==> config.mk <==
export PLATFORM = sky130hd
export DESIGN_NAME = sbus_frame_decoder
export DESIGN_NICKNAME = d
export VERILOG_FILES = /design/src/hw/rtl/sfd_pkg.sv /design/src/hw/rtl/sfd_frame_ram.sv /design/src/hw/rtl/sfd_unpack.sv /design/src/hw/rtl/sbus_frame_decoder.sv
export SDC_FILE = /design/constraint.sdc
export NUM_CORES = 1
export LEC_CHECK = 0
export BUFFER_PORTS_ARGS = -buffer_cell sky130_fd_sc_hd__buf_2
export CORE_MARGIN = 4
export CORE_UTILIZATION = 55
export DETAILED_ROUTE_END_ITERATION = 10
export GPL_ROUTABILITY_DRIVEN = 1
export HOLD_SLACK_MARGIN = 0.06
export PLACE_DENSITY_LB_ADDON = 0.05
export SLEW_MARGIN = 20
export SYNTH_ARGS = -nofsm -noshare
export SYNTH_HDL_FRONTEND = slang
export SYNTH_HIERARCHICAL = 1
export SYNTH_SLANG_ARGS = --single-unit
==> constraint.sdc <==
create_clock -name clk -period 8.07 [get_ports clk]
set_input_delay 0.807 -clock clk [delete_from_list [all_inputs] [get_ports clk]]
set_output_delay 0.807 -clock clk [all_outputs]
set_load 0.1 [all_outputs]
==> src/hw/rtl/sfd_pkg.sv <==
// Shared types and constants for the SBUS frame decoder.
package sfd_pkg;

  localparam int FRAME_BYTES  = 25;
  localparam int STORE_DEPTH  = FRAME_BYTES - 1;
  localparam int ADDR_W       = $clog2(STORE_DEPTH);
  localparam int CHAN_W       = 11;
  localparam int MAX_CHANNELS = 16;
  localparam int IDX_W        = $clog2(MAX_CHANNELS);
  localparam int CNT_W        = IDX_W + 1;
  // bit accumulator: up to 10 leftover bits plus one new byte
  localparam int ACC_W        = CHAN_W - 1 + 8;
  localparam int ACC_CNT_W    = $clog2(ACC_W + 1);

  localparam logic [7:0]        START_BYTE  = 8'h0F;
  localparam logic [7:0]        END_BYTE    = 8'h00;
  localparam logic [ADDR_W-1:0] FLAG_POS    = ADDR_W'(23);
  localparam int                FLAG_LOST_BIT     = 2;
  localparam int                FLAG_FAILSAFE_BIT = 3;
  localparam logic [CNT_W-1:0]  DEFAULT_CH_COUNT  = CNT_W'(10);

  typedef logic [1:0] link_status_t;
  localparam link_status_t LINK_OK       = 2'd0;
  localparam link_status_t LINK_LOST     = 2'd1;
  localparam link_status_t LINK_FAILSAFE = 2'd2;

  typedef logic [ADDR_W-1:0] store_addr_t;

  typedef struct packed {
    logic             start;
    logic [CNT_W-1:0] chan_count;  // already limited to 1..16
  } unpack_req_t;

endpackage

==> src/hw/rtl/sfd_frame_ram.sv <==
// Frame byte store: one write port, one registered read port.
module sfd_frame_ram (
  input  logic               clk,
  input  logic               wr_en,
  input  sfd_pkg::store_addr_t wr_addr,
  input  logic [7:0]         wr_data,
  input  logic               rd_en,
  input  sfd_pkg::store_addr_t rd_addr,
  output logic [7:0]         rd_data
);
  import sfd_pkg::*;

  logic [7:0] mem [STORE_DEPTH];
  logic [7:0] rd_data_r;

  always_ff @(posedge clk) begin
    if (wr_en) begin
      mem[wr_addr] <= wr_data;
    end
  end

  always_ff @(posedge clk) begin
    if (rd_en) begin
      rd_data_r <= mem[rd_addr];
    end
  end

  assign rd_data = rd_data_r;

endmodule

==> src/hw/rtl/sfd_unpack.sv <==
// Channel unpacker: walks the stored frame byte by byte and emits 11-bit channels.
module sfd_unpack (
  input  logic                  clk,
  input  logic                  rst_n,
  input  sfd_pkg::unpack_req_t  req,
  output logic                  busy,
  output logic                  rd_en,
  output sfd_pkg::store_addr_t  rd_addr,
  input  logic [7:0]            rd_data,
  output logic                  out_valid,
  input  logic                  out_ready,
  output logic [3:0]            out_channel_index,
  output logic [10:0]           out_channel_value,
  output logic [1:0]            out_link_status,
  output logic                  out_last_channel
);
  import sfd_pkg::*;

  localparam logic [2:0] U_IDLE  = 3'd0;
  localparam logic [2:0] U_FLAG  = 3'd1;  // read request for flag byte
  localparam logic [2:0] U_FLAGD = 3'd2;  // flag byte on read data
  localparam logic [2:0] U_RD    = 3'd3;
  localparam logic [2:0] U_ACC   = 3'd4;
  localparam logic [2:0] U_EMIT  = 3'd5;

  logic [2:0]           state_r, state_nxt;
  logic [CNT_W-1:0]     n_r, n_nxt;
  logic [IDX_W-1:0]     ch_r, ch_nxt;
  logic [ACC_W-1:0]     acc_r, acc_nxt;
  logic [ACC_CNT_W-1:0] cnt_r, cnt_nxt;
  store_addr_t          addr_r, addr_nxt;
  link_status_t         status_r, status_nxt;

  logic                 out_valid_r, out_valid_nxt;
  logic [IDX_W-1:0]     out_idx_r, out_idx_nxt;
  logic [CHAN_W-1:0]    out_val_r, out_val_nxt;
  link_status_t         out_stat_r, out_stat_nxt;
  logic                 out_last_r, out_last_nxt;

  logic                 slot_free;
  logic                 emit;
  logic                 is_last;
  logic [ACC_CNT_W-1:0] cnt_add;

  assign slot_free = !out_valid_r || out_ready;
  assign emit      = (state_r == U_EMIT) && slot_free;
  assign is_last   = (CNT_W'(ch_r) + CNT_W'(1)) == n_r;
  assign cnt_add   = cnt_r + ACC_CNT_W'(8);

  always_comb begin
    state_nxt     = state_r;
    n_nxt         = n_r;
    ch_nxt        = ch_r;
    acc_nxt       = acc_r;
    cnt_nxt       = cnt_r;
    addr_nxt      = addr_r;
    status_nxt    = status_r;
    rd_en         = 1'b0;
    rd_addr       = addr_r;
    out_valid_nxt = out_valid_r && !out_ready;
    out_idx_nxt   = out_idx_r;
    out_val_nxt   = out_val_r;
    out_stat_nxt  = out_stat_r;
    out_last_nxt  = out_last_r;

    unique case (state_r)
      U_IDLE: begin
        if (req.start) begin
          n_nxt     = req.chan_count;
          state_nxt = U_FLAG;
        end
      end
      U_FLAG: begin
        rd_en     = 1'b1;
        rd_addr   = FLAG_POS;
        state_nxt = U_FLAGD;
      end
      U_FLAGD: begin
        if (rd_data[FLAG_LOST_BIT]) begin
          status_nxt = LINK_LOST;
        end else if (rd_data[FLAG_FAILSAFE_BIT]) begin
          status_nxt = LINK_FAILSAFE;
        end else begin
          status_nxt = LINK_OK;
        end
        acc_nxt   = '0;
        cnt_nxt   = '0;
        ch_nxt    = '0;
        addr_nxt  = store_addr_t'(1);
        state_nxt = U_RD;
      end
      U_RD: begin
        rd_en     = 1'b1;
        state_nxt = U_ACC;
      end
      U_ACC: begin
        acc_nxt   = acc_r | (ACC_W'(rd_data) << cnt_r);
        cnt_nxt   = cnt_add;
        addr_nxt  = addr_r + store_addr_t'(1);
        state_nxt = (cnt_add >= ACC_CNT_W'(CHAN_W)) ? U_EMIT : U_RD;
      end
      U_EMIT: begin
        if (slot_free) begin
          out_valid_nxt = 1'b1;
          out_idx_nxt   = ch_r;
          out_val_nxt   = acc_r[CHAN_W-1:0];
          out_stat_nxt  = status_r;
          out_last_nxt  = is_last;
          acc_nxt       = acc_r >> CHAN_W;
          cnt_nxt       = cnt_r - ACC_CNT_W'(CHAN_W);
          ch_nxt        = ch_r + IDX_W'(1);
          state_nxt     = is_last ? U_IDLE : U_RD;
        end
      end
      default: state_nxt = U_IDLE;
    endcase
  end

  always_ff @(posedge clk) begin
    if (!rst_n) begin
      state_r     <= U_IDLE;
      out_valid_r <= 1'b0;
    end else begin
      state_r     <= state_nxt;
      out_valid_r <= out_valid_nxt;
    end
  end

  always_ff @(posedge clk) begin
    n_r        <= n_nxt;
    ch_r       <= ch_nxt;
    acc_r      <= acc_nxt;
    cnt_r      <= cnt_nxt;
    addr_r     <= addr_nxt;
    status_r   <= status_nxt;
    out_idx_r  <= out_idx_nxt;
    out_val_r  <= out_val_nxt;
    out_stat_r <= out_stat_nxt;
    out_last_r <= out_last_nxt;
  end

  assign busy              = (state_r != U_IDLE);
  assign out_valid         = out_valid_r;
  assign out_channel_index = out_idx_r;
  assign out_channel_value = out_val_r;
  assign out_link_status   = out_stat_r;
  assign out_last_channel  = out_last_r;

  a_start_when_idle: assert property (@(posedge clk) disable iff (!rst_n)
    req.start |-> (state_r == U_IDLE))
    else $error("unpack request while busy");

  a_acc_bound: assert property (@(posedge clk) disable iff (!rst_n)
    (state_r == U_ACC || state_r == U_EMIT || state_r == U_RD)
      |-> (cnt_r <= ACC_CNT_W'(ACC_W)))
    else $error("bit accumulator overflow");

  a_read_in_range: assert property (@(posedge clk) disable iff (!rst_n)
    rd_en |-> (rd_addr < store_addr_t'(STORE_DEPTH)))
    else $error("frame store read out of range");

  a_last_ends_frame: assert property (@(posedge clk) disable iff (!rst_n)
    (emit && is_last) |=> (state_r == U_IDLE && out_valid_r && out_last_r))
    else $error("last channel did not end the frame");

endmodule

==> src/hw/rtl/sbus_frame_decoder.sv <==
// Top level of the SBUS frame decoder: byte receiver, frame store and unpacker.
//
// Bytes are taken one per cycle while a frame is being collected; each one but the
// closing byte is written into a 24-byte frame RAM. When the closing byte of a valid
// frame (0x00) is taken, in_ready drops while the unpacker reads the flag byte and then
// the channel bytes through the RAM's single read port; a stall on the output side
// keeps it low. Results come out one channel per request, channel 0 first, with
// last_channel set on the final one. Configuration writes are taken at any time
// without wait; channel_count is limited to the range 1..16.
module sbus_frame_decoder (
  input  logic        clk,
  input  logic        rst_n,
  input  logic        cfg_wr_en,
  input  logic [4:0]  cfg_wr_data,
  input  logic        in_valid,
  output logic        in_ready,
  input  logic [7:0]  in_rx_byte,
  output logic        out_valid,
  input  logic        out_ready,
  output logic [3:0]  out_channel_index,
  output logic [10:0] out_channel_value,
  output logic [1:0]  out_link_status,
  output logic        out_last_channel
);
  import sfd_pkg::*;

  logic             receiving_r, receiving_nxt;
  logic [4:0]       byte_pos_r, byte_pos_nxt;
  logic [4:0]       chan_cfg_r;
  logic [4:0]       pos_inc;
  logic             in_acc;
  logic             wr_en;
  store_addr_t      wr_addr;
  logic [CNT_W-1:0] chan_sat;
  unpack_req_t      req;
  logic             busy;
  logic             rd_en;
  store_addr_t      rd_addr;
  logic [7:0]       rd_data;

  assign in_ready = !busy;
  assign in_acc   = in_valid && in_ready;
  assign pos_inc  = byte_pos_r + 5'd1;

  always_comb begin
    if (chan_cfg_r == 5'd0) begin
      chan_sat = CNT_W'(1);
    end else if (chan_cfg_r > 5'(MAX_CHANNELS)) begin
      chan_sat = CNT_W'(MAX_CHANNELS);
    end else begin
      chan_sat = CNT_W'(chan_cfg_r);
    end
  end

  always_comb begin
    receiving_nxt  = receiving_r;
    byte_pos_nxt   = byte_pos_r;
    wr_en          = 1'b0;
    wr_addr        = store_addr_t'(pos_inc);
    req.start      = 1'b0;
    req.chan_count = chan_sat;
    if (in_acc) begin
      if (!receiving_r) begin
        if (in_rx_byte == START_BYTE) begin
          receiving_nxt = 1'b1;
          byte_pos_nxt  = 5'd0;
          wr_en         = 1'b1;
          wr_addr       = '0;
        end
      end else if (pos_inc < 5'(STORE_DEPTH)) begin
        byte_pos_nxt = pos_inc;
        wr_en        = 1'b1;
      end else begin
        // closing byte: frame is good only if it is the end marker
        receiving_nxt = 1'b0;
        byte_pos_nxt  = pos_inc;
        req.start     = (in_rx_byte == END_BYTE);
      end
    end
  end

  always_ff @(posedge clk) begin
    if (!rst_n) begin
      receiving_r <= 1'b0;
      byte_pos_r  <= 5'd0;
      chan_cfg_r  <= 5'(DEFAULT_CH_COUNT);
    end else begin
      receiving_r <= receiving_nxt;
      byte_pos_r  <= byte_pos_nxt;
      if (cfg_wr_en) begin
        chan_cfg_r <= cfg_wr_data;
      end
    end
  end

  sfd_frame_ram u_ram (
    .clk     (clk),
    .wr_en   (wr_en),
    .wr_addr (wr_addr),
    .wr_data (in_rx_byte),
    .rd_en   (rd_en),
    .rd_addr (rd_addr),
    .rd_data (rd_data)
  );

  sfd_unpack u_unpack (
    .clk               (clk),
    .rst_n             (rst_n),
    .req               (req),
    .busy              (busy),
    .rd_en             (rd_en),
    .rd_addr           (rd_addr),
    .rd_data           (rd_data),
    .out_valid         (out_valid),
    .out_ready         (out_ready),
    .out_channel_index (out_channel_index),
    .out_channel_value (out_channel_value),
    .out_link_status   (out_link_status),
    .out_last_channel  (out_last_channel)
  );

endmodule

Word level (Yosys, flattened, before mapping). Memory sizes are Yosys's and may differ from the RTL's. A register that Yosys moved wholly into a read port is not among the register bits. Index checks and enable logic that the tools add are counted.

Register bits: 72. Bits in latches: 0. Bits in writable memories: 192. Bits in read-only memories: 0. Bits of input ports: 18. Output and inout bits: 20. Memories: 1.

Memories: u_ram.mem (depth 24, width 8, rd ports 1, clocked after Yosys merged registers in 1, write ports 1, RTL line sfd_frame_ram.sv:13) `logic [7:0] mem [STORE_DEPTH];`.

Add/sub/neg operators: 6. Multiply operators: 0. Div/mod/pow operators: 0. Order comparisons: 3. Equal/unequal tests: 9. Shift-type cells: 1. Multiplexer cells: 32. Bitwise operators: 1. Reductions and logical operators: 22.

Operator list (number): $pmux W18 S3 (1); $mux W5 (8); $mux W18 (1); $or A18 B18 Y18 (1); $pmux W3 S6 (1); $shl A8 B5 Y18 (1); $pmux W5 S3 (1); $mux W1 (12); $reduce_and A2 Y1 (6); $add A5 B1 Y5 const B (2); $pmux W5 S2 (1); $mux W3 (3); $eq A8 B4 Y1 const B (1); $logic_not A8 Y1 (1); $pmux W4 S2 (1); $eq A3 B2 Y1 const B (2); $eq A3 B3 Y1 const B (2); $reduce_bool A2 Y1 (3); $reduce_bool A3 Y1 (2); $add A4 B1 Y5 const B (1); $add A5 B4 Y5 const B (1); $eq A5 B5 Y1 (1); $ge A5 B4 Y1 const B (1); $gt A5 B5 Y1 const B (1); 14 further kinds (19).

Longest topological paths before layout. Gate-level depths: netlist (run 1).

Depth after elaboration: 7. Depth in mapped cells: 11. Gate-level depth less buffers: 9.

Modules after synthesis. Netlist (run 1), hierarchy kept.

Modules (own cells, without submodules): sfd_frame_ram (times used 1, cells each 383, area each 7800.0 µm², seq. area each 6005.8 µm²); sfd_unpack (times used 1, cells each 238, area each 2987.9 µm², seq. area each 1791.7 µm²); sbus_frame_decoder (times used 1, cells each 78, area each 651.9 µm², seq. area each 220.2 µm²).

Worst setup path after synthesis (run 1). No wires, ideal clock.

Path kind: register to register. Start point: register u_unpack.state_r[1]. End point: memory u_ram.mem[0][0], enable pin. Setup time: 0.370 ns. Data arrival time: 3.103 ns. Required time: 7.700 ns. Setup slack: 4.597 ns. Cell stages (with the launch flop): 11. Buffers on the path: 2. Clock period less this slack: 3.473 ns. Cells stage by stage: dfxtp_1 > buf_2 > nor2_1 > nand2_1 > inv_1 > nand4_1 > nor2_2 > nor2b_1 > or3b_2 > clkbuf_1 > nor2_1.

Elaborated cells on any way between the ends: 7. Classes of those cells: mux (4); reduce/logical (3).

RTL lines: start: declaration (RTL line sfd_unpack.sv:26) `logic [2:0] state_r, state_nxt;`; start signal: assignment (RTL line sfd_unpack.sv:124) `state_r <= state_nxt;`; $reduce_bool A3 Y1 (RTL line sfd_unpack.sv:142) `assign busy = (state_r != U_IDLE);`; named net busy (RTL line sbus_frame_decoder.sv:36) `logic busy;`; $logic_not A1 Y1 (RTL line sbus_frame_decoder.sv:41) `assign in_ready = !busy;`; named net in_ready (RTL line sbus_frame_decoder.sv:16) `output logic in_ready,`; $logic_and A1 B1 Y1 (RTL line sbus_frame_decoder.sv:42) `assign in_acc = in_valid && in_ready;`; $mux W5 (RTL line sbus_frame_decoder.sv:62) `if (in_acc) begin`; named net wr_addr[1] (RTL line sbus_frame_decoder.sv:33) `store_addr_t wr_addr;`; end: declaration (RTL line sfd_frame_ram.sv:13).

The timed path passes the listed nets, and every way through them passes these cells.

Worst setup path in the final report (run 1).
Start point: register u_unpack.state_r[2]. End point: register u_ram.rd_data_r[7] (netlist: u_ram/rd_data[7]), read port of u_ram.mem, data pin.

Elaborated cells on any way between the ends: 5. Classes of those cells: eq/ne (2); mux (2); reduce/logical (1).

RTL lines: $eq A3 B1 Y1 (RTL line sfd_unpack.sv:66) `unique case (state_r)`; $mux W5 (RTL line sfd_unpack.sv:66); named net rd_addr[0] (RTL line sbus_frame_decoder.sv:38) `store_addr_t rd_addr;`; end: declaration (RTL line sfd_frame_ram.sv:14) `logic [7:0] rd_data_r;`.

The timed path passes the listed nets, and every way through them passes these cells. A chain may end at the register's enable or synchronous reset.

==> run summary, run 1 <==
The number of antenna diodes in the final layout is 0. The critical path goes through inv_1, nand2_1, nor2_1, or2_2, buf_4, mux4_2, mux2i_1, o311ai_1. The number of cells on the worst reg-to-reg path is 8. The final cell area excluding filler cells is 12710 um^2, and the number of buffers added by the clock tree synthesis step is 28. For the mapped cell area, the log shows 11440 um^2.

Once placement finished, the instance area stood at 11760 um^2. For this run, the detailed router's first-pass iteration total came to 5. At the end of the flow, the number of nets in the layout was 756. The startpoint class of the critical path is a register. The tools report the number of inserted filler cells in the final layout as 1443.

Initial core utilization: 56.17%. VDD sags by at most 0.2559 mV. The count of buffers added on input and output ports is 37.

The tools report the sequential share of the synthesized area as 70.09%. The synthesized area per cell is 16.37 um^2, and the relative area change from synthesis to final layout is 11.09%. The synthesized netlist devotes 6.234% of its cell area to compound gates. The run finished with clean final reports. After detailed routing, the number of vias per cell comes to 6.045. After synthesis, the netlist uses 61 different library cells. Cell at the root of the clock tree: sky130_fd_sc_hd__clkbuf_16. The basic-gate share of the synthesized area counting and, or, nand and nor cells was 7.284%; the final total negative setup slack was 0 ns.

The first-pass GRT wire length was 35.10 mm; the count of standard-cell rows was 52. The critical path data required time came out at 8.32 ns. The transition at the pin with the smallest max-transition slack was 0.9107 ns; the clock sink count was 272. By area, the combinational part of the netlist is dominated by multiplexers.

The maximum number of pins on one net before global-route repair was 51; the area of the die was 23170 um^2. The count of nets left with antenna violations once routing finished came out at 0. Leading register cell type out of synthesis: sky130_fd_sc_hd__edfxtp_1. The number of pins exceeding their max-slew limit in the final report was 0; the global route total overflow was 0. The arrival time of the worst setup path is 3.60 ns, and the setup-violating endpoint count in the final report is 0.

Ranked by instance count, the synthesized netlist is headed by 257 x sky130_fd_sc_hd__edfxtp_1, 57 x sky130_fd_sc_hd__mux2i_1, 54 x sky130_fd_sc_hd__nor2_1. Remaining max-slew budget at the tightest pin: 39.29%. The worst setup path is captured at a register. The total number of cells along the worst setup path is 8, and the violation count after the first detailed-route iteration is 473.

Of all nets on the critical path, the largest fanout is 50. Portion of synthesized cell area occupied by the leading cell type: 67.46%. Yosys instantiated no cell more often than sky130_fd_sc_hd__edfxtp_1.

The wire-length estimate of the detail-placed layout is 14.88 mm. The XOR/XNOR share of the synthesized area works out to 1.236%. For the leakage dissipation, the log shows 0.004290 uW. In this run the deepest clock path goes through 3 buffers. The final hold violation count was 0.

Hold repair after CTS inserted 0 buffers. The async set-or-reset flop fraction in the synthesized netlist was 0%; the share of cell area taken by muxes after synthesis was 12.27%. The path class of the tightest hold or removal check is reg -> reg. The worst setup path category was reg -> reg. Dividing total power by cell area gives a power density of 225.2 nW/um^2.

Setup repair after global routing left no endpoint under its margin. The cell count after synthesis came out at 699. TritonCTS built the clock tree. The clock insertion delay at the later pin of the skew report was 0.54 ns; the flip-flop and latch count after synthesis was 272. The last weighted congestion value of the routability-driven placer came out at 0.8838.

The run gives 0 as the number of antenna violations at the first check in global routing. The detailed router placed 6196 vias in this run. Combined buffer and inverter count along the critical path: 2.

Counting tap cells, the placed design contains a total of 973 instances. The cell family contributing the most delay on the critical path is multiplexers. After clock tree synthesis, the clock-pin slew on the worst setup and hold paths is 0.06 ns.

The post-route netlist has 18.28% of its cells at a drive strength greater than 1. Counting every net in the synthesized netlist gives 722. After detailed routing, the average wire length per cell comes to 21.86 um. H-tree level count: 1. After Yosys synthesis, full adders, half adders and majority gates account for 0.5469% of the synthesized area.

In this run the post-CTS setup repair buffer count came out at 0. In the routed design, unresolved DRC markers number 0. The total area inside the core boundary comes to 20360 um^2. sky130_fd_sc_hd__edfxtp_1 takes more of the synthesized area than any other cell. The die width works out to 152.2 um. The number of gates resized after CTS was 0.

The number of enable-type register cells in the synthesized netlist was 257. The via count of the first global-routing pass was 6227; the count of non-filler cells in the finished layout was 1025. The achievable frequency was 298.2 MHz; the total global-route track usage was 19.20%.

Slowest cell on the critical path: sky130_fd_sc_hd__buf_4. The worst hold path passes through 0 cells. After layout, the worst path uses 41.55% of the clock period. The worst path needs 3.353 ns of the cycle, external delays included.

The die is 152.2 um tall. The final wirelength was 22.41 mm; the largest stage delay on the critical path was 0.71 ns. The clock arrives with 0.01114 ns of skew. The number of warnings reported in the yosys synthesis log came out at 6. By area the synthesized netlist is led by sky130_fd_sc_hd__edfxtp_1 67%, sky130_fd_sc_hd__mux4_2 7.3%, sky130_fd_sc_hd__mux2i_1 5.0%. Across the run, the number of max-cap violations was 0.

The count of boundary I/O pins came out at 38.
==> routing by layer <==
metal / track usage, % / part of all wire [%] / vias up
met5: 0 / 0 / -
met4: 4.752 / 2.1 / 0
met3: 3.067 / 5.4 / 36
met2: 34.06 / 52 / 195
met1: 25.02 / 41 / 3124
li1: - / - / 2841
==> worst register-to-register path, cell delays in order (launching register included) <==
cell and delay (ns):
sky130_fd_sc_hd__dfxtp_1 0.42, sky130_fd_sc_hd__inv_1 0.23, sky130_fd_sc_hd__nand2_1 0.14, sky130_fd_sc_hd__nor2_1 0.23, sky130_fd_sc_hd__or2_2 0.16, sky130_fd_sc_hd__buf_4 0.71, sky130_fd_sc_hd__mux4_2 0.68, sky130_fd_sc_hd__mux2i_1 0.33
sky130_fd_sc_hd__o311ai_1 0.16
==> flip-flops by register name, indices dropped and copies added, names as in the netlist, 2 cells and up <==
name / count
u_unpack/ch_r: 4
u_unpack/addr_r: 5
u_ram/rd_data: 8
u_unpack/status_r: 2
byte_pos_r: 5
u_unpack/n_r: 5
u_unpack/state_r: 3
u_unpack/out_channel_value: 11
u_unpack/out_channel_index: 4
u_unpack/cnt_r: 5
u_unpack/acc_r: 18
u_unpack/out_link_status: 2
u_ram/mem: 192
chan_cfg_r: 5
==> through the flow <==
step	hold WS, ns	worst slack (ns)	util [%]	power (uW)
after floorplan	0.4003	4.597	-	1575
after global placement	0.4005	4.366	57.74	1596
after detailed placement	0.4186	4.225	57.74	1598
after CTS	0.4334	4.710	62.40	2888
after global routing	0.4530	4.462	62.40	2956
final	0.4353	4.717	62.40	2861
==> path summary, 6_finish.rpt <==
path / startpoint / endpoint / slack [ns]
worst max-delay path: u_unpack/state_r[2]$_SDFFE_PN0P_ / u_ram/rd_data[7]$_DFFE_PP_ / 4.72
worst min-delay path: u_unpack/status_r[1]$_SDFFCE_PP0P_ / u_unpack/out_link_status[1]$_DFFE_PP_ / 0.44
worst max register to register: u_unpack/state_r[2]$_SDFFE_PN0P_ / u_ram/rd_data[7]$_DFFE_PP_ / 4.72
worst min register to register: u_unpack/status_r[1]$_SDFFCE_PP0P_ / u_unpack/out_link_status[1]$_DFFE_PP_ / 0.44
==> placed cells by master (no fill, tap or decap), drive strengths merged, types with 8 or more instances in the layout <==
cell       n
a22oi     11
o311ai     8
nand2     28
nand3     23
a21oi     23
o211ai     9
nor2b     12
buf       41
clkbuf    30
o21ai     16
a2bb2oi    8
mux2i     57
dfxtp     15
o22ai      8
mux4      37
edfxtp   257
clkinv    13
nor2      55
inv        9
==> final cells by class <==
class / count / area, um^2 / share of cell area, %
well taps: 270 / 337.8 / 2.658
flip-flops and latches: 272 / 8018 / 63.09
inverters: 9 / 33.78 / 0.2658
repair buffers: 41 / 215.2 / 1.693
multi-input cells: 381 / 3154 / 24.82
clock inverters: 22 / 220.2 / 1.733
clock buffers: 30 / 729.5 / 5.740
==> cells by family (layout without fill, tap and decap cells) <==
logic type,Yosys count,count (layout)
buffers and inverters,46,102
adder cells (fa/ha/maj),5,5
XOR/XNOR,14,14
multiplexers,94,94
AO/OA/AOI/OAI,105,105
AND/OR/NAND/NOR,163,163
flip-flops,272,272
==> where the power goes <==
| part | internal [uW] | switching (uW) | total (uW) |
|---|---|---|---|
| Combinational | 5.51 | 21.4 | 26.9 |
| Sequential | 1540 | 1.26 | 1540 |
| Clock | 781 | 514 | 1290 |
| Total | 2330 | 536 | 2860 |
Note: power is estimated with default switching activity, not from simulation.
==> inputs of run 2 (changes only) <==
- clock period: 8.07 -> 3.3 ns (I/O delays scaled with it)
==> run summary, run 2 (same netlist as run 1, synthesis figures left out) <==
The count of unresolved DRC violations after routing is 0 (unchanged), and the first-pass GRT wire length is 37.99 mm (+8.2%). The root buffer cell chosen for the clock tree is sky130_fd_sc_hd__clkbuf_16. The flow ran to the end, and the final reports show no timing, DRC or antenna violations. The detail-routed net length per standard cell is 23.13 um (+5.8%). The logs give 0 (unchanged) for the final antenna-violating net count and 334 (-29%) for the violation count after the first detailed-route iteration.

The run gives 6381 (+3.0%) as the count of vias placed by the detailed router. The clock sink count was 272 (unchanged); the relative area change from synthesis to final layout was 13.72%. The cell count after placement came out at 1007 (+3.5%). The reported net switching power is 1323 uW (+150%), and the initial core utilization is 56.17% (unchanged). Area of the die: 23170 um^2 (unchanged).

The core outline area came out at 20360 um^2 (unchanged). The total global-route track usage was 21.10% (+1.9 points). The H-tree level count was 1 (unchanged); the setup skew after layout was 0.006835 ns (-0.004302 ns). The logs give 0.3940 mV (+54%) for the maximum resistive drop on vdd and 44.6% (-0.6 points) for the proportion of power drawn by the clock network. The part of the cycle the worst path needs came out at 90.03% (+48 points). The critical path in this run is classified as reg -> reg. For the internal power, the log shows 5624 uW (+140%). The number of buffers added by the clock tree synthesis step is 28 (unchanged).

In this run the worst hold path is classified as in -> reg. The global route total overflow was 0 (unchanged). STA classifies the critical path endpoint as a register.

The number of inserted filler cells in the final layout is 1428 (-1.0%). Setup repair after global routing left no endpoint under its margin. The number of flip-flops under the largest register name came out at 192 (unchanged). The number of input and output port buffers inserted is 37 (unchanged), and the last weighted congestion value of the routability-driven placer is 0.8448 (-4.4%).

Achievable frequency: 336.6 MHz (+13%). The logs give 51 (unchanged) for the maximum number of pins on one net before global-route repair and 795 (+5.2%) for the post-layout net count. The run gives 0.53 ns (about the same) as the clock insertion delay at the later pin of the skew report.

The tools report the arrival time of the worst setup path as 3.20 ns (-0.40 ns). The floorplan die height is 152.2 um (unchanged), and the post-CTS setup repair buffer count is 0 (unchanged). TritonCTS built the clock tree. The most common cell after layout, fill and taps aside is sky130_fd_sc_hd__edfxtp_1. Leaving out fill and tap cells, the most frequent cells in the layout are 257 x sky130_fd_sc_hd__edfxtp_1, 57 x sky130_fd_sc_hd__mux2i_1, 52 x sky130_fd_sc_hd__nor2_1. Final critical delay including setup and external delays: 2.971 ns (-0.3821 ns). The fraction of layout instances using a drive strength above 1 came out at 21.69% (+3.4 points). The tools report the count of boundary I/O pins as 38 (unchanged). The setup-violating endpoint count in the final report was 0 (unchanged); the maximum root-to-sink buffer count was 3 (unchanged).

The run gives 1.2% (+0.3 points) as the portion of total power attributed to combinational logic. The number of detailed-route iterations in the first pass is 5 (unchanged), and the number of antenna violations at the first check in global routing is 0 (unchanged). The logs give 0 (unchanged) for the total of max-cap violations and 54.2% (+0.4 points) for the portion of total power attributed to sequential cells. The transition at the pin with the smallest max-transition slack works out to 0.8037 ns (-0.1070 ns).

The remaining max-slew budget at the tightest pin was 46.42% (+7.1 points); the critical path data required time was 3.53 ns (-4.79 ns). The die width is 152.2 um (unchanged). The power per unit of standard cell area is 534.0 nW/um^2 (+140%).

The tools report the startpoint class of the critical path as a register. The number of pins exceeding their max-slew limit in the final report was 0 (unchanged). The detailed placer's ending HPWL is 16.33 mm (+9.7%). The leakage dissipation was 0.004490 uW (+4.7%); the fraction of power spent switching nets was 19.05% (+0.30 points). The via count of the first global-routing pass came out at 6531 (+4.9%). The clock slew seen by the registers of the worst setup and hold paths is 0.06 ns (about the same), and the diode insertion count for antenna repair is 0 (unchanged). Count of standard-cell rows: 52 (unchanged). The register bank with the most flops is u_ram/mem. The via density per instance works out to 6.003 (-0.70%).

For the final wirelength, the log shows 24.58 mm (+9.7%). The logs give 1063 (+3.7%) for the count of non-filler cells in the finished layout and 0 (unchanged) for the final hold violation count. The maximum fanout along the worst path is 13 (-74%), and the final total negative setup slack is 0 ns (unchanged).
==> run 2: changes by cell type in the layout (fill, tap and decap cells not counted), sizes merged <==
cell / change
buf: +34
bufinv: -1
clkinvlp: -3
clkbuf: +1
clkinv: +1
inv: +1
dlygate4sd3: +5
==> run 2: through the flow <==
| step | utilization, % | hold WS [ns] | instance area (um^2) | power [uW] | setup slack (ns) |
|---|---|---|---|---|---|
| 2_1_floorplan | - | 0.3919 | 11440 | 3851 | 0.1570 |
| 3_3_place_gp | 59.07 | 0.4061 | 12030 | 3918 | 0.2303 |
| 3_5_place_dp | 59.07 | 0.4176 | 12030 | 3922 | 0.2030 |
| 4_1_cts | 63.84 | 0.06455 | 13000 | 7016 | 0.2243 |
| 5_1_grt | 63.88 | 0.07334 | 13010 | 7181 | 0.1088 |
| 6_report | 63.88 | 0.08893 | 13010 | 6947 | 0.3291 |
==> run 2: routing by layer <==
metal,GRT usage (%),vias up,share of wire [%]
met1,27.10,3228,40
li1,-,2917,-
met2,37.45,195,52
met3,3.749,41,5.6
met4,5.522,0,2.7
met5,0,-,0
==> run 2: layout make-up <==
cell class / count / area (um^2) / share of cell area (%)
clock buffers: 31 / 733.2 / 5.636
clock inverters: 20 / 187.7 / 1.443
inverters: 9 / 37.54 / 0.2885
multi-input cells: 381 / 3162 / 24.31
flip-flops and latches: 272 / 8018 / 61.63
well taps: 270 / 337.8 / 2.597
repair buffers: 80 / 533.0 / 4.097
==> run 2: worst max-delay path, stage by stage, from the launching register on <==
cell and delay (ns):
sky130_fd_sc_hd__dfxtp_1 0.55, sky130_fd_sc_hd__inv_1 0.21, sky130_fd_sc_hd__nand2_1 0.17, sky130_fd_sc_hd__clkinvlp_4 0.11, sky130_fd_sc_hd__nand4_1 0.24, sky130_fd_sc_hd__nor2_2 0.10, sky130_fd_sc_hd__nor2_1 0.42, sky130_fd_sc_hd__or3b_2 0.57
sky130_fd_sc_hd__nor2_1 0.12, sky130_fd_sc_hd__buf_4 0.19
==> run 2: power by group through the flow <==
stage / logic (uW) / registers (uW) / clock network (uW)
after floorplan: 12.0 / 3840 / 0
after global placement: 80.0 / 3840 / 0
after CTS: 87.2 / 3760 / 3160
after detailed placement: 83.2 / 3840 / 0
after global routing: 93.3 / 3760 / 3320
final: 85.3 / 3770 / 3100
==> run 2: final timing paths <==
check,cells past startpoint,from,end,slack (ns)
max reg2reg,9,u_unpack/state_r[2]$_SDFFE_PN0P_,u_ram/mem[5][3]$_DFFE_PP_,0.33
max,9,u_unpack/state_r[2]$_SDFFE_PN0P_,u_ram/mem[5][3]$_DFFE_PP_,0.33
min,2,rst_n,chan_cfg_r[3]$_SDFFE_PN1P_,0.09
min reg2reg,0,u_unpack/status_r[0]$_SDFFCE_PP1P_,u_unpack/out_link_status[0]$_DFFE_PP_,0.44
==> run 2: timing repair <==
item / 4_1_cts / 5_1_grt
hold endpoints to repair: 5 / 0
endpoints found under the setup margin: 0 / 18
hold buffers: 5 / 0
resized for setup: 0 / 3
==> inputs of run 3 (changes only) <==
- MAX_ROUTING_LAYER: unset -> met4
==> run summary, run 3 (same netlist as run 1, synthesis figures left out) <==
The run finished with clean final reports. The sequential cell area in the final layout is 8018 um^2 (unchanged). The worst setup path is captured at a register. The post-layout net count is 795 (unchanged). The count of vias placed by the detailed router is 6370 (-0.17%). The slowest cell on the critical path was sky130_fd_sc_hd__or3b_2. The power per unit of standard cell area works out to 534.2 nW/um^2 (about the same). Final critical delay including setup and external delays: 2.949 ns (-0.02187 ns). Total of max-cap violations: 0 (unchanged). The setup path with the least slack is of type reg -> reg. The count of standard-cell rows was 52 (unchanged). For the H-tree level count, the log shows 1 (unchanged). The via density per instance came out at 5.992 (-0.17%). Broken down by cell family, the worst path's largest delay share belongs to simple AND/OR/NAND/NOR gates.

Leaving out fill and tap cells, the most frequent cell in the layout is sky130_fd_sc_hd__edfxtp_1. The library cells used most frequently in the layout, excluding fill and tap cells, are 257 x sky130_fd_sc_hd__edfxtp_1, 57 x sky130_fd_sc_hd__mux2i_1, 52 x sky130_fd_sc_hd__nor2_1. The count of boundary I/O pins came out at 38 (unchanged).

The logs give 23170 um^2 (unchanged) for the area of the die and 37.55% (+0.11 points) for the met2 capacity usage during global routing. Busiest metal layer after global routing: met2. The fraction of layout instances using a drive strength above 1 came out at 21.69% (unchanged). The run gives 16.33 mm (unchanged) as the detailed placer's ending HPWL.

The arrival time of the worst setup path came out at 3.18 ns (-0.02 ns). The tools report the maximum root-to-sink buffer count as 3 (unchanged). Number of flip-flops under the largest register name: 192 (unchanged).

Setup repair after global routing left no endpoint under its margin. The part of the cycle the worst path needs was 89.36% (-0.66 points). The final antenna-violating net count was 0 (unchanged); the relative area change from synthesis to final layout was 13.72% (unchanged). The global route total overflow was 0 (unchanged); the die width was 152.2 um (unchanged).

Final hold violation count: 0 (unchanged). The met1 usage in global routing is 26.98% (-0.12 points), and the count of non-filler cells in the finished layout is 1063 (unchanged). The logs give 0.3944 mV (about the same) for the maximum resistive drop on vdd and 20360 um^2 (unchanged) for the core outline area. The cell repeated most along the worst path is sky130_fd_sc_hd__nor2_1. The number of buffers added by the clock tree synthesis step is 28 (unchanged), and the clock insertion delay at the later pin of the skew report is 0.53 ns (about the same). The critical path data required time was 3.53 ns (about the same). The run gives 1007 (unchanged) as the cell count after placement.

The leakage dissipation was 0.004490 uW (unchanged); the final total negative setup slack was 0 ns (unchanged). The tools report the remaining max-slew budget at the tightest pin as 46.43% (about the same). Count of unresolved DRC violations after routing: 0 (unchanged). The number of detailed-route iterations in the first pass is 5 (unchanged), and the achievable frequency is 339.1 MHz (+0.74%). Number of antenna violations at the first check in global routing: 0 (unchanged).

The tightest min-delay check is of the in -> reg type. The largest stage delay on the critical path works out to 0.57 ns (about the same). The number of input and output port buffers inserted came out at 37 (unchanged). The logs give 56.17% (unchanged) for the initial core utilization and 24.66 mm (+0.30%) for the final wirelength.

The run gives 6511 (-0.31%) as the via count of the first global-routing pass. The transition at the pin with the smallest max-transition slack works out to 0.8036 ns (-0.0001525 ns). The logs give 381 (+14%) for the violation count after the first detailed-route iteration and 0 (unchanged) for the number of pins exceeding their max-slew limit in the final report. The logs give 51 (unchanged) for the maximum number of pins on one net before global-route repair and 0 (unchanged) for the post-CTS setup repair buffer count. The number of inserted filler cells in the final layout was 1428 (unchanged). Global routing usage on met3: 3.891% (+0.14 points).

The multi-input combinational cell area is 3162 um^2 (unchanged). The diode insertion count for antenna repair is 0 (unchanged). Cell at the root of the clock tree: sky130_fd_sc_hd__clkbuf_16.

The startpoint class of the critical path was a register. The last weighted congestion value of the routability-driven placer is 0.8614 (+2.0%). TritonCTS built the clock tree.

The setup-violating endpoint count in the final report is 0 (unchanged), and the detail-routed net length per standard cell is 23.20 um (+0.30%). The signal on the critical path passes through inv_1, nand2_1, clkinvlp_4, nand4_1, nor2_2, nor2_1, or3b_2, nor2_1, buf_4. The combined buffer and inverter count along the critical path is 3 (unchanged). The run gives 21.78% (+0.68 points) as the total global-route track usage. For the first-pass GRT wire length, the log shows 38.05 mm (+0.16%). Clock slew seen by the registers of the worst setup and hold paths: 0.06 ns (about the same). The floorplan die height is 152.2 um (unchanged), and the maximum fanout along the worst path is 13 (unchanged). Ranked by flip-flop count, first place goes to u_ram/mem. The tools report the clock sink count as 272 (unchanged).

The logs give 0.35 ns (+0.02 ns) for the register-to-register setup slack and 0.006709 ns (-0.0001256 ns) for the setup skew after layout.
run 3: cell counts in the layout (fill, tap and decap cells not counted):
Identical to the previous run, type by type.
run 3: layer usage:
metal / up-vias / part of all wire (%) / routed length, um
met5: - / 0 / 0
met4: 0 / 2.5 / 624
met3: 43 / 5.8 / 1418
met2: 216 / 52 / 12830
met1: 3197 / 40 / 9783
li1: 2914 / - / -
run 3: repair_timing:
item                       CTS  global route
hold buffers                 5             0
setup endpoints to repair    0            20
resized for setup            0             3
hold endpoints to repair     5             0
run 3: power breakdown:
part	internal [uW]	total [uW]	switching, uW	leakage, uW
Clock	1840	3100	1260	0.000450
Combinational	23.8	85.1	61.3	0.00161
Sequential	3760	3770	3.31	0.00243
Total	5620	6950	1330	0.00449
run 3: area by class of cell:
cell class,count,area share (%)
Sequential cell,272,61.63
Multi-Input combinational cell,381,24.31
Clock buffer,31,5.636
Timing Repair Buffer,80,4.097
Tap cell,270,2.597
Clock inverter,20,1.443
Inverter,9,0.2885
run 3: path summary, 6_finish.rpt:
check                                     start                               endpoint  depth (start not counted)
min reg2reg  u_unpack/status_r[0]$_SDFFCE_PP1P_  u_unpack/out_link_status[0]$_DFFE_PP_                          0
min                                       rst_n             chan_cfg_r[3]$_SDFFE_PN1P_                          2
max            u_unpack/state_r[2]$_SDFFE_PN0P_              u_ram/mem[5][3]$_DFFE_PP_                          9
max reg2reg    u_unpack/state_r[2]$_SDFFE_PN0P_              u_ram/mem[5][3]$_DFFE_PP_                          9
run 3: per-stage QoR:
step	power [uW]	utilization, %	worst slack, ns	hold WS, ns	area (um^2)
after floorplan	3851	-	0.1570	0.3919	11440
after global placement	3918	59.07	0.2303	0.4061	12030
after detailed placement	3922	59.07	0.2030	0.4176	12030
after CTS	7016	63.84	0.2243	0.06455	13000
after global routing	7182	63.88	0.1019	0.07376	13010
final	6950	63.88	0.3510	0.08451	13010
run 3: worst register-to-register path: cells and delay by family (launching register included):
| family | cells | cell delay, ns |
|---|---|---|
| simple gates | 6 | 1.60 |
| flops | 1 | 0.55 |
| buf+inv | 3 | 0.51 |
